**src/hw/rtl/assert_macros.svh**
```systemverilog
// Assertion macros shared by the RTL: clocked on clk, disabled while rst_n is low.
`ifndef ASSERT_MACROS_SVH
`define ASSERT_MACROS_SVH

// Condition must never hold at a clock edge.
`define ASSERT_NEVER(name, cond) \
    name: assert property (@(posedge clk) disable iff (!rst_n) !(cond)) \
        else $error("forbidden condition seen");

// Whenever the antecedent holds, the consequent holds in the same cycle.
`define ASSERT_IMPLIES(name, ante, cons) \
    name: assert property (@(posedge clk) disable iff (!rst_n) (ante) |-> (cons)) \
        else $error("implication violated");

`endif

```
**src/hw/rtl/ppg_pkg.sv**
```systemverilog
// Shared types, constants and the sine table of the plasma pixel generator.
package ppg_pkg;

    localparam int COL_COUNT          = 172;
    localparam int QUEUE_DEPTH_DEFAULT = 4;

    localparam int CFG_INDEX_W = 3;
    localparam int CFG_DATA_W  = 9;

    // pi in Q30
    localparam longint unsigned PI_Q30 = 64'd3373259426;

    typedef enum logic [CFG_INDEX_W-1:0] {
        CFG_PHASE_X_FAST    = 3'd0,
        CFG_PHASE_Y         = 3'd1,
        CFG_PHASE_X_SLOW    = 3'd2,
        CFG_PHASE_RADIAL    = 3'd3,
        CFG_BASE_HUE        = 3'd4,
        CFG_BRIGHTNESS_GAIN = 3'd5
    } cfg_index_t;

    typedef struct packed {
        logic [7:0] phase_x_fast;
        logic [7:0] phase_y;
        logic [7:0] phase_x_slow;
        logic [7:0] phase_radial;
        logic [7:0] base_hue;
        logic [8:0] brightness_gain;
    } ppg_cfg_t;

    typedef struct packed {
        logic full;
        logic empty;
    } queue_status_t;

    // Six hue sectors of the HSV wheel
    typedef enum logic [2:0] {
        HUE_R_TO_Y = 3'd0,
        HUE_Y_TO_G = 3'd1,
        HUE_G_TO_C = 3'd2,
        HUE_C_TO_B = 3'd3,
        HUE_B_TO_M = 3'd4,
        HUE_M_TO_R = 3'd5
    } hue_sector_t;

    typedef logic [7:0] sine_table_t [256];

    // floor(127*sin(k*pi/128)) for k in 0..64, Q30 Taylor series
    function automatic logic [7:0] quarter_sine(input int unsigned k);
        longint unsigned x;
        longint unsigned x2;
        longint unsigned term;
        longint unsigned sum;
        longint unsigned scaled;
        if (k == 0) begin
            return 8'd0;
        end
        if (k >= 64) begin
            return 8'd127;
        end
        x    = (PI_Q30 * 64'(k)) >> 7;
        x2   = (x * x) >> 30;
        term = x;
        sum  = x;
        for (int n = 1; n <= 10; n++) begin
            term = (term * x2) >> 30;
            term = term / 64'((2 * n) * (2 * n + 1));
            if ((n & 1) != 0) begin
                sum = sum - term;
            end else begin
                sum = sum + term;
            end
        end
        scaled = (64'd127 * sum) >> 30;
        return scaled[7:0];
    endfunction

    function automatic sine_table_t build_sine_table();
        sine_table_t tbl;
        int unsigned k;
        logic [7:0]  f;
        for (int i = 0; i < 256; i++) begin
            k = 32'(i) & 32'd127;
            if (k > 64) begin
                k = 128 - k;
            end
            f = quarter_sine(k);
            if (i < 128) begin
                tbl[i] = 8'd128 + f;
            end else if (k == 0) begin
                tbl[i] = 8'd128;
            end else if (k == 64) begin
                tbl[i] = 8'd1;
            end else begin
                tbl[i] = 8'd127 - f;
            end
        end
        return tbl;
    endfunction

    localparam sine_table_t SINE_TABLE = build_sine_table();

endpackage

```
**src/hw/rtl/ppg_front.sv**
```systemverilog
// Front end: accepts pixel requests, looks up the four plasma sines, pushes the plasma value.
module ppg_front
    import ppg_pkg::*;
(
    input  logic          clk,
    input  logic          rst_n,
    input  ppg_cfg_t      cfg,
    input  logic          pixel_valid,
    output logic          pixel_stall,
    input  logic [9:0]    pixel_row,
    input  logic [7:0]    pixel_col,
    input  logic [7:0]    radial_distance,
    input  queue_status_t q_status,
    output logic          push,
    output logic [7:0]    push_data
);

    localparam logic [15:0] COL_LAST = 16'(COL_COUNT - 1);

    logic        held_reg;
    logic        held_next;
    logic [7:0]  sample_reg [4];
    logic [7:0]  sample_next [4];

    logic        accept;
    logic [8:0]  half_row;
    logic [15:0] col_diff;
    logic [7:0]  half_col;
    logic [7:0]  idx_fast;
    logic [7:0]  idx_slow;
    logic [7:0]  idx_col;
    logic [7:0]  idx_rad;
    logic [9:0]  sum;

    assign pixel_stall = held_reg && q_status.full;
    assign accept      = pixel_valid && !pixel_stall;
    assign push        = held_reg && !q_status.full;

    always_comb
    begin
        half_row = pixel_row[9:1];
        col_diff = COL_LAST - {8'd0, pixel_col};
        half_col = col_diff[8:1];
        idx_fast = {half_row[6:0], 1'b0} + cfg.phase_x_fast;
        idx_slow = half_row[7:0] + cfg.phase_x_slow;
        idx_col  = half_col + {half_col[6:0], 1'b0} + cfg.phase_y;
        idx_rad  = radial_distance + cfg.phase_radial;
        sample_next[0] = SINE_TABLE[idx_fast];
        sample_next[1] = SINE_TABLE[idx_slow];
        sample_next[2] = SINE_TABLE[idx_col];
        sample_next[3] = SINE_TABLE[idx_rad];
    end

    always_comb
    begin
        held_next = held_reg;
        if (accept) begin
            held_next = 1'b1;
        end else if (push) begin
            held_next = 1'b0;
        end
    end

    always_ff @(posedge clk or negedge rst_n)
    begin
        if (!rst_n) begin
            held_reg <= 1'b0;
        end else begin
            held_reg <= held_next;
        end
    end

    always_ff @(posedge clk)
    begin
        if (accept) begin
            for (int i = 0; i < 4; i++) begin
                sample_reg[i] <= sample_next[i];
            end
        end
    end

    // Sum of four bytes, divided by four
    assign sum = {2'b00, sample_reg[0]} + {2'b00, sample_reg[1]}
               + {2'b00, sample_reg[2]} + {2'b00, sample_reg[3]};
    assign push_data = sum[9:2];

endmodule

```
**src/hw/rtl/ppg_queue.sv**
```systemverilog
// Short FIFO of plasma values between the front end and the colour pipeline.
module ppg_queue
    import ppg_pkg::*;
#(
    parameter int DEPTH = QUEUE_DEPTH_DEFAULT
)
(
    input  logic          clk,
    input  logic          rst_n,
    input  logic          push,
    input  logic [7:0]    push_data,
    input  logic          pop,
    output logic [7:0]    pop_data,
    output queue_status_t q_status
);

    localparam int PTR_W = $clog2(DEPTH);
    localparam int CNT_W = $clog2(DEPTH + 1);
    localparam logic [PTR_W-1:0] PTR_LAST = PTR_W'(DEPTH - 1);
    localparam logic [CNT_W-1:0] CNT_FULL = CNT_W'(DEPTH);

    logic [7:0]       entry_reg [DEPTH];
    logic [PTR_W-1:0] wr_ptr_reg;
    logic [PTR_W-1:0] wr_ptr_next;
    logic [PTR_W-1:0] rd_ptr_reg;
    logic [PTR_W-1:0] rd_ptr_next;
    logic [CNT_W-1:0] count_reg;
    logic [CNT_W-1:0] count_next;

    assign q_status.full  = (count_reg == CNT_FULL);
    assign q_status.empty = (count_reg == '0);
    assign pop_data       = entry_reg[rd_ptr_reg];

    always_comb
    begin
        wr_ptr_next = wr_ptr_reg;
        rd_ptr_next = rd_ptr_reg;
        count_next  = count_reg;
        if (push) begin
            wr_ptr_next = (wr_ptr_reg == PTR_LAST) ? '0 : wr_ptr_reg + 1'b1;
        end
        if (pop) begin
            rd_ptr_next = (rd_ptr_reg == PTR_LAST) ? '0 : rd_ptr_reg + 1'b1;
        end
        if (push && !pop) begin
            count_next = count_reg + 1'b1;
        end else if (pop && !push) begin
            count_next = count_reg - 1'b1;
        end
    end

    always_ff @(posedge clk or negedge rst_n)
    begin
        if (!rst_n) begin
            wr_ptr_reg <= '0;
            rd_ptr_reg <= '0;
            count_reg  <= '0;
        end else begin
            wr_ptr_reg <= wr_ptr_next;
            rd_ptr_reg <= rd_ptr_next;
            count_reg  <= count_next;
        end
    end

    always_ff @(posedge clk)
    begin
        if (push) begin
            entry_reg[wr_ptr_reg] <= push_data;
        end
    end

endmodule

```
**src/hw/rtl/ppg_back.sv**
```systemverilog
// Colour pipeline: plasma value to hue and brightness, HSV to RGB565, output register.
module ppg_back
    import ppg_pkg::*;
(
    input  logic          clk,
    input  logic          rst_n,
    input  ppg_cfg_t      cfg,
    input  queue_status_t q_status,
    input  logic [7:0]    pop_data,
    output logic          pop,
    output logic          result_valid,
    input  logic          result_stall,
    output logic [15:0]   pixel_rgb565
);

    localparam logic [15:0] VAL_FLOOR   = 16'(40 * 255);
    localparam logic [15:0] VAL_SPAN    = 16'd215;
    localparam logic [16:0] SAT_LIMIT   = 17'(255 * 256);
    localparam logic [15:0] SATURATION  = 16'd235;
    localparam logic [15:0] P_FACTOR    = 16'(255 - 235);

    // stage valids; stage 5 is the output register
    logic [5:1] vld_reg;
    logic [5:1] vld_next;
    logic [5:1] adv;

    logic [7:0]  hue1_reg;
    logic [15:0] term1_reg;
    logic [7:0]  hue2_reg;
    logic [24:0] prod2_reg;
    logic [7:0]  hue3_reg;
    logic [7:0]  val3_reg;
    hue_sector_t sector4_reg;
    logic [7:0]  val4_reg;
    logic [7:0]  p4_reg;
    logic [7:0]  srem4_reg;
    logic [7:0]  sinv4_reg;
    logic [15:0] rgb5_reg;

    logic [7:0]  sv;
    logic [15:0] term1_next;
    logic [16:0] scaled;
    logic [24:0] recip_prod;
    logic [7:0]  q_est;
    logic [16:0] q_back;
    logic [16:0] q_rem;
    logic [7:0]  val3_next;
    hue_sector_t sector;
    logic [7:0]  sector_base;
    logic [7:0]  rem;
    logic [15:0] p_prod;
    logic [15:0] srem_prod;
    logic [15:0] sinv_prod;
    logic [15:0] q_prod;
    logic [15:0] t_prod;
    logic [7:0]  ch_q;
    logic [7:0]  ch_t;
    logic [7:0]  red;
    logic [7:0]  green;
    logic [7:0]  blue;

    // handshake: a stage moves when the next one is empty or moving
    always_comb
    begin
        adv[5] = !vld_reg[5] || !result_stall;
        for (int s = 4; s >= 1; s--) begin
            adv[s] = !vld_reg[s] || adv[s+1];
        end
    end

    assign pop = adv[1] && !q_status.empty;

    always_comb
    begin
        vld_next = vld_reg;
        if (adv[1]) begin
            vld_next[1] = pop;
        end
        for (int s = 2; s <= 5; s++) begin
            if (adv[s]) begin
                vld_next[s] = vld_reg[s-1];
            end
        end
    end

    always_ff @(posedge clk or negedge rst_n)
    begin
        if (!rst_n) begin
            vld_reg <= '0;
        end else begin
            vld_reg <= vld_next;
        end
    end

    // stage 1: hue and unscaled brightness
    always_comb
    begin
        sv         = SINE_TABLE[{pop_data[6:0], 1'b0}];
        term1_next = VAL_FLOOR + VAL_SPAN * {8'd0, sv};
    end

    // stage 3: divide by 255*256 with saturation
    always_comb
    begin
        scaled     = prod2_reg[24:8];
        recip_prod = {scaled, 8'd0} + {8'd0, scaled};
        q_est      = recip_prod[23:16];
        q_back     = {1'b0, q_est, 8'd0} - {9'd0, q_est};
        q_rem      = scaled - q_back;
        if (scaled >= SAT_LIMIT) begin
            val3_next = 8'd255;
        end else if (q_rem >= 17'd255) begin
            val3_next = q_est + 8'd1;
        end else begin
            val3_next = q_est;
        end
    end

    // stage 4: sector, offset within sector and saturation terms
    always_comb
    begin
        if (hue3_reg >= 8'd215) begin
            sector = HUE_M_TO_R;  sector_base = 8'd215;
        end else if (hue3_reg >= 8'd172) begin
            sector = HUE_B_TO_M;  sector_base = 8'd172;
        end else if (hue3_reg >= 8'd129) begin
            sector = HUE_C_TO_B;  sector_base = 8'd129;
        end else if (hue3_reg >= 8'd86) begin
            sector = HUE_G_TO_C;  sector_base = 8'd86;
        end else if (hue3_reg >= 8'd43) begin
            sector = HUE_Y_TO_G;  sector_base = 8'd43;
        end else begin
            sector = HUE_R_TO_Y;  sector_base = 8'd0;
        end
        rem       = 8'((hue3_reg - sector_base) * 8'd6);
        p_prod    = {8'd0, val3_reg} * P_FACTOR;
        srem_prod = SATURATION * {8'd0, rem};
        sinv_prod = SATURATION * {8'd0, 8'd255 - rem};
    end

    // stage 5: ramps, channel selection and packing
    always_comb
    begin
        q_prod = {8'd0, val4_reg} * {8'd0, 8'd255 - srem4_reg};
        t_prod = {8'd0, val4_reg} * {8'd0, 8'd255 - sinv4_reg};
        ch_q   = q_prod[15:8];
        ch_t   = t_prod[15:8];
        unique case (sector4_reg)
            HUE_R_TO_Y: begin red = val4_reg; green = ch_t;     blue = p4_reg;   end
            HUE_Y_TO_G: begin red = ch_q;     green = val4_reg; blue = p4_reg;   end
            HUE_G_TO_C: begin red = p4_reg;   green = val4_reg; blue = ch_t;     end
            HUE_C_TO_B: begin red = p4_reg;   green = ch_q;     blue = val4_reg; end
            HUE_B_TO_M: begin red = ch_t;     green = p4_reg;   blue = val4_reg; end
            default:    begin red = val4_reg; green = p4_reg;   blue = ch_q;     end
        endcase
    end

    always_ff @(posedge clk)
    begin
        if (adv[1]) begin
            hue1_reg  <= cfg.base_hue + {1'b0, pop_data[7:1]};
            term1_reg <= term1_next;
        end
        if (adv[2]) begin
            hue2_reg  <= hue1_reg;
            prod2_reg <= 25'(term1_reg) * 25'(cfg.brightness_gain);
        end
        if (adv[3]) begin
            hue3_reg <= hue2_reg;
            val3_reg <= val3_next;
        end
        if (adv[4]) begin
            sector4_reg <= sector;
            val4_reg    <= val3_reg;
            p4_reg      <= p_prod[15:8];
            srem4_reg   <= srem_prod[15:8];
            sinv4_reg   <= sinv_prod[15:8];
        end
        if (adv[5]) begin
            rgb5_reg <= {red[7:3], green[7:2], blue[7:3]};
        end
    end

    assign result_valid = vld_reg[5];
    assign pixel_rgb565 = rgb5_reg;

endmodule

```
**src/hw/rtl/plasma_pixel_generator.sv**
```systemverilog
// Top level of the plasma pixel generator: configuration registers, front end, queue, back end.
//
// One pixel request word (row, column, radial distance byte) goes in and one RGB565 word
// comes out, in order. The block takes a new request every clock while pixel_stall is low:
// sustained rate is one pixel per cycle, set by the fully pipelined colour path, where no
// stage chains more than two multiplies. From acceptance a word passes the sine lookup
// register and the queue, then climbs the five colour registers, the last of which is the
// output register. When the result side stalls, the colour pipeline fills first and then
// the queue of QUEUE_DEPTH words; pixel_stall rises only once the queue is full and the
// front stage holds a word. The sine table is a constant and needs no fill after reset.
// Configuration is taken on any cycle with cfg_write_en high; write it only while the
// block is idle. Rows are not checked against the frame height: their sine indices
// simply wrap.
`include "assert_macros.svh"

module plasma_pixel_generator
    import ppg_pkg::*;
#(
    parameter int QUEUE_DEPTH = QUEUE_DEPTH_DEFAULT
)
(
    input  logic                   clk,
    input  logic                   rst_n,
    // configuration write port
    input  logic                   cfg_write_en,
    input  logic [CFG_INDEX_W-1:0] cfg_index,
    input  logic [CFG_DATA_W-1:0]  cfg_data,
    // request channel
    input  logic                   pixel_valid,
    output logic                   pixel_stall,
    input  logic [9:0]             pixel_row,
    input  logic [7:0]             pixel_col,
    input  logic [7:0]             radial_distance,
    // result channel
    output logic                   result_valid,
    input  logic                   result_stall,
    output logic [15:0]            pixel_rgb565
);

    ppg_cfg_t      cfg_reg;
    ppg_cfg_t      cfg_next;
    queue_status_t q_status;
    logic          push;
    logic [7:0]    push_data;
    logic          pop;
    logic [7:0]    pop_data;

    // Decode the register index; drop writes to unknown indices
    always_comb
    begin
        cfg_next = cfg_reg;
        if (cfg_write_en) begin
            unique case (cfg_index_t'(cfg_index))
                CFG_PHASE_X_FAST:    cfg_next.phase_x_fast    = cfg_data[7:0];
                CFG_PHASE_Y:         cfg_next.phase_y         = cfg_data[7:0];
                CFG_PHASE_X_SLOW:    cfg_next.phase_x_slow    = cfg_data[7:0];
                CFG_PHASE_RADIAL:    cfg_next.phase_radial    = cfg_data[7:0];
                CFG_BASE_HUE:        cfg_next.base_hue        = cfg_data[7:0];
                CFG_BRIGHTNESS_GAIN: cfg_next.brightness_gain = cfg_data;
                default:             cfg_next = cfg_reg;
            endcase
        end
    end

    // Hold the frame settings; gain resets to 115/256
    always_ff @(posedge clk or negedge rst_n)
    begin
        if (!rst_n) begin
            cfg_reg.phase_x_fast    <= 8'd0;
            cfg_reg.phase_y         <= 8'd0;
            cfg_reg.phase_x_slow    <= 8'd0;
            cfg_reg.phase_radial    <= 8'd0;
            cfg_reg.base_hue        <= 8'd0;
            cfg_reg.brightness_gain <= 9'd115;
        end else begin
            cfg_reg <= cfg_next;
        end
    end

    // Accept requests and turn them into plasma values
    ppg_front u_front (
        .clk             (clk),
        .rst_n           (rst_n),
        .cfg             (cfg_reg),
        .pixel_valid     (pixel_valid),
        .pixel_stall     (pixel_stall),
        .pixel_row       (pixel_row),
        .pixel_col       (pixel_col),
        .radial_distance (radial_distance),
        .q_status        (q_status),
        .push            (push),
        .push_data       (push_data)
    );

    // Decouple the two halves so each can stall on its own
    ppg_queue #(
        .DEPTH (QUEUE_DEPTH)
    ) u_queue (
        .clk       (clk),
        .rst_n     (rst_n),
        .push      (push),
        .push_data (push_data),
        .pop       (pop),
        .pop_data  (pop_data),
        .q_status  (q_status)
    );

    // Colour the plasma values and present result words
    ppg_back u_back (
        .clk          (clk),
        .rst_n        (rst_n),
        .cfg          (cfg_reg),
        .q_status     (q_status),
        .pop_data     (pop_data),
        .pop          (pop),
        .result_valid (result_valid),
        .result_stall (result_stall),
        .pixel_rgb565 (pixel_rgb565)
    );

    `ASSERT_NEVER(a_no_push_when_full, push && q_status.full)
    `ASSERT_NEVER(a_no_pop_when_empty, pop && q_status.empty)
    `ASSERT_IMPLIES(a_stall_only_on_full_queue, pixel_stall, q_status.full)

endmodule
```
**config.mk**
```make
export PLATFORM = sky130hd
export DESIGN_NAME = plasma_pixel_generator
export DESIGN_NICKNAME = d
export VERILOG_FILES = /design/src/hw/rtl/ppg_pkg.sv /design/src/hw/rtl/ppg_front.sv /design/src/hw/rtl/ppg_queue.sv /design/src/hw/rtl/ppg_back.sv /design/src/hw/rtl/plasma_pixel_generator.sv
export VERILOG_INCLUDE_DIRS = /design/src /design/src/hw/rtl
export SDC_FILE = /design/constraint.sdc
export NUM_CORES = 2
export LEC_CHECK = 0
export ABC_AREA = 0
export BUFFER_PORTS_ARGS = -buffer_cell sky130_fd_sc_hd__buf_2
export CAP_MARGIN = 20
export CORE_ASPECT_RATIO = 0.6
export CORE_UTILIZATION = 65
export DETAILED_ROUTE_END_ITERATION = 10
export GPL_TIMING_DRIVEN = 0
export PLACE_DENSITY = 0.93
export RECOVER_POWER = 100
export SYNTH_ARGS = -nofsm -noshare
export SYNTH_HDL_FRONTEND = slang
export SYNTH_HIERARCHICAL = 1
export SYNTH_SLANG_ARGS = --single-unit
```
**constraint.sdc**
```tcl
create_clock -name clk -period 10.5 [get_ports clk]
set_input_delay 3.15 -clock clk [delete_from_list [all_inputs] [get_ports clk]]
set_output_delay 3.15 -clock clk [all_outputs]
set_load 0.02 [all_outputs]
```
==> out/results.ini <==
[status]
outcome = finished, violations left
violations = design-rule violations, max-capacitance violations, max-slew violations

[yosys]
syn_area_per_cell_um2 = 8.77
synth_edf_count = 175
async_flop_share_pct = 26.2
synth_most_common_cell = inv_1
yosysSeqAreaShare_pct = 20.2
syn_nets = 4517
netlist_instances = 3853
yosysTopAreaCell = edfxtp_1
synth.area.top_cells = edfxtp_1, fa_1, ha_1
synth_flop_cell = edfxtp_1
yosysUniqueCellTypes = 115
mappedNetlistArea_mm2 = 0.0338
yosysTopAreaCellShare_pct = 15.6
ys_ff_latch = 237
yosys_warnings = 6
ys_top_cells_by_count = inv_1, ha_1, nand2_1

[critical_path]
path_class = register to register
slowest_delay_ns = 0.56
cpMostUsedCell = inv_1
crit_start = u_back/hue3_reg[0]
critPathLaunchType = register
cp-end-kind = register
slowest_stage = fa_1
crit_fanout = 5
crit_required_ns = 10.82
r2r_start = u_back/hue3_reg[0]
critical_path_arrival_ns = 9.48

[sta]
fin_crit_ns = 9.16
fin_crit_sh_pct = 87.2
hold_viol = 0
setup_viol = 0
final.setup.tns_ns = 0
clock_skew_ns = 0.0239
finalMaxSlewViolations = 105
slew_headroom_pct = -157
max_clock_freq_mhz = 109
worst_pin_slew_ns = 3.86
grt_setup_unrepaired = false

[floorplanning]
die_height_um = 179
start_util_pct = 66.1
dieArea_mm2 = 0.0529
row_count = 64
chipWidth_um = 296
core_area_mm2 = 0.0511
pin_count = 61

[detailed_routing]
drc = 1
first_pass_iters = 11
drt_iter0_drc = 4806
vias = 32057
vias_per_cell = 6.89
wl_um = 113000
ant_nets = 0
wl_per_cell_um = 24.3

[cts]
clkLatencyLatePin_ns = 0.58
cts_resized = 0
htree_num_levels = 1
clock-sinks = 237
cts_tree = yes
cts_buffer_depth = 3
cts_buffers = 26
cts.clk_slew.worst_paths_ns = 0.07
hold_buffers = 0
postCtsSetupRepairBufs = 0
root_buffer = clkbuf_16

[job]
drv_cap = 3

[final_layout]
area_growth_pct = 5.69
largest_reg_flops = 49
final_nets = 4603
drive_gt1_share_pct = 7.18
fillers = 3718

[grt]
grt_max_degree = 63
grt_pass1_vias = 30835
grt-ovfl-total = 0
antenna_found_initial = 5
grt_pass1_wl_um = 173000
grt_use_total_pct = 42.2

[place]
io_buffers = 56
routabilityCongestion = 1.04
place_hpwl_um = 84900

[min_path]
holdCritStartpoint = u_back/hue1_reg[0]
min-delay-path-class = register to register

## worst paths after layout
kind                                             to  slack (ns)  cells after the start
min in group asynchronous               cfg_reg[18]        3.87                      1
worst min register to register   u_back/hue2_reg[0]        0.42                      0
worst max-delay path            u_back/sinv4_reg[7]        1.34                     32
max in group asynchronous               cfg_reg[25]        4.37                      1
worst max register to register  u_back/sinv4_reg[7]        1.34                     32
worst min-delay path             u_back/hue2_reg[0]        0.42                      0
## per-stage QoR
| stage | hold WS [ns] | cells | setup WS [ns] | instance area [µm²] | util (%) |
|---|---|---|---|---|---|
| global route | 0.426 | 4654 | 0.895 | 35700 | 69.9 |
| floorplan | 0.400 | 3853 | 2.62 | 33800 | - |
| global placement | 0.402 | 4602 | 1.88 | 34900 | 68.4 |
| detailed placement | 0.405 | 4603 | 1.62 | 35000 | 68.4 |
| finish | 0.416 | 4654 | 1.34 | 35700 | 69.9 |
| CTS | 0.417 | 4650 | 1.45 | 35800 | 70.1 |
## metal layers
layer  global-route usage, %  vias to the layer above  share of wire [%]
met2                    60.8                     2675                 41
met1                    58.7                    15130                 40
met5                   0.563                        -              0.017
li1                        -                    13762                  -
met4                    15.1                        2                4.2
met3                    14.1                      488                 15
## cells by family (layout without fill, tap and decap cells)
logic type                 Yosys count  count (layout)  synth area share, %
AOI/OAI and AO/OA                 1000            1000                 20.0
xor gates and xnor gates           152             152                 4.19
adders and majority gates          623             623                 28.6
buffers and inverters              667             772                 8.02
DFF                                237             237                 20.2
muxes                               87              87                 3.31
other                                0               3                    0
and+or+nand+nor                   1087            1087                 15.8
## layout by cell type, fill, tap and decap left out, types with 16 or more instances in the layout
cell,count
clkbuf_16,28
buf_2,96
inv_1,434
a21o_1,43
edfxtp_1,175
xnor2_1,97
a31oi_1,55
o311ai_0,23
o221ai_1,19
a211oi_1,56
fa_1,247
o21ai_0,184
nor2_1,254
nor2b_1,86
o22ai_1,24
xor2_1,46
and2_1,68
a221oi_1,17
dfrtp_1,57
a21oi_1,245
o211ai_1,64
nand2_1,302
nor3_1,98
a311oi_1,26
o31ai_1,20
clkbuf_1,169
mux2_2,55
o21a_1,31
nand4_1,16
nand2b_1,88
ha_1,374
nand3_1,80
## critical path: cells and delay by family, from the launching register on
family / cells / cell delay (ns)
compound gates: 10 / 2.42
xor+xnor: 4 / 1.29
fa+ha+maj: 8 / 3.27
buf+inv: 5 / 0.41
flops: 1 / 0.46
simple gates: 5 / 1.07
## final cells by class
cell class | count | area (µm²) | area share [%]
sequential | 237 | 6810 | 19.1
tap | 693 | 867 | 2.43
timing repair buffer | 58 | 258 | 0.722
multi-input combinational | 2949 | 24200 | 67.8
clock inverter | 12 | 121 | 0.340
antenna | 3 | 7.51 | 0.0210
buffer | 229 | 1040 | 2.91
clock buffer | 35 | 737 | 2.06
inverter | 438 | 1640 | 4.61
Power is not shown: default switching activity piles up to over one toggle a cycle in this logic, so the estimate is an artifact.
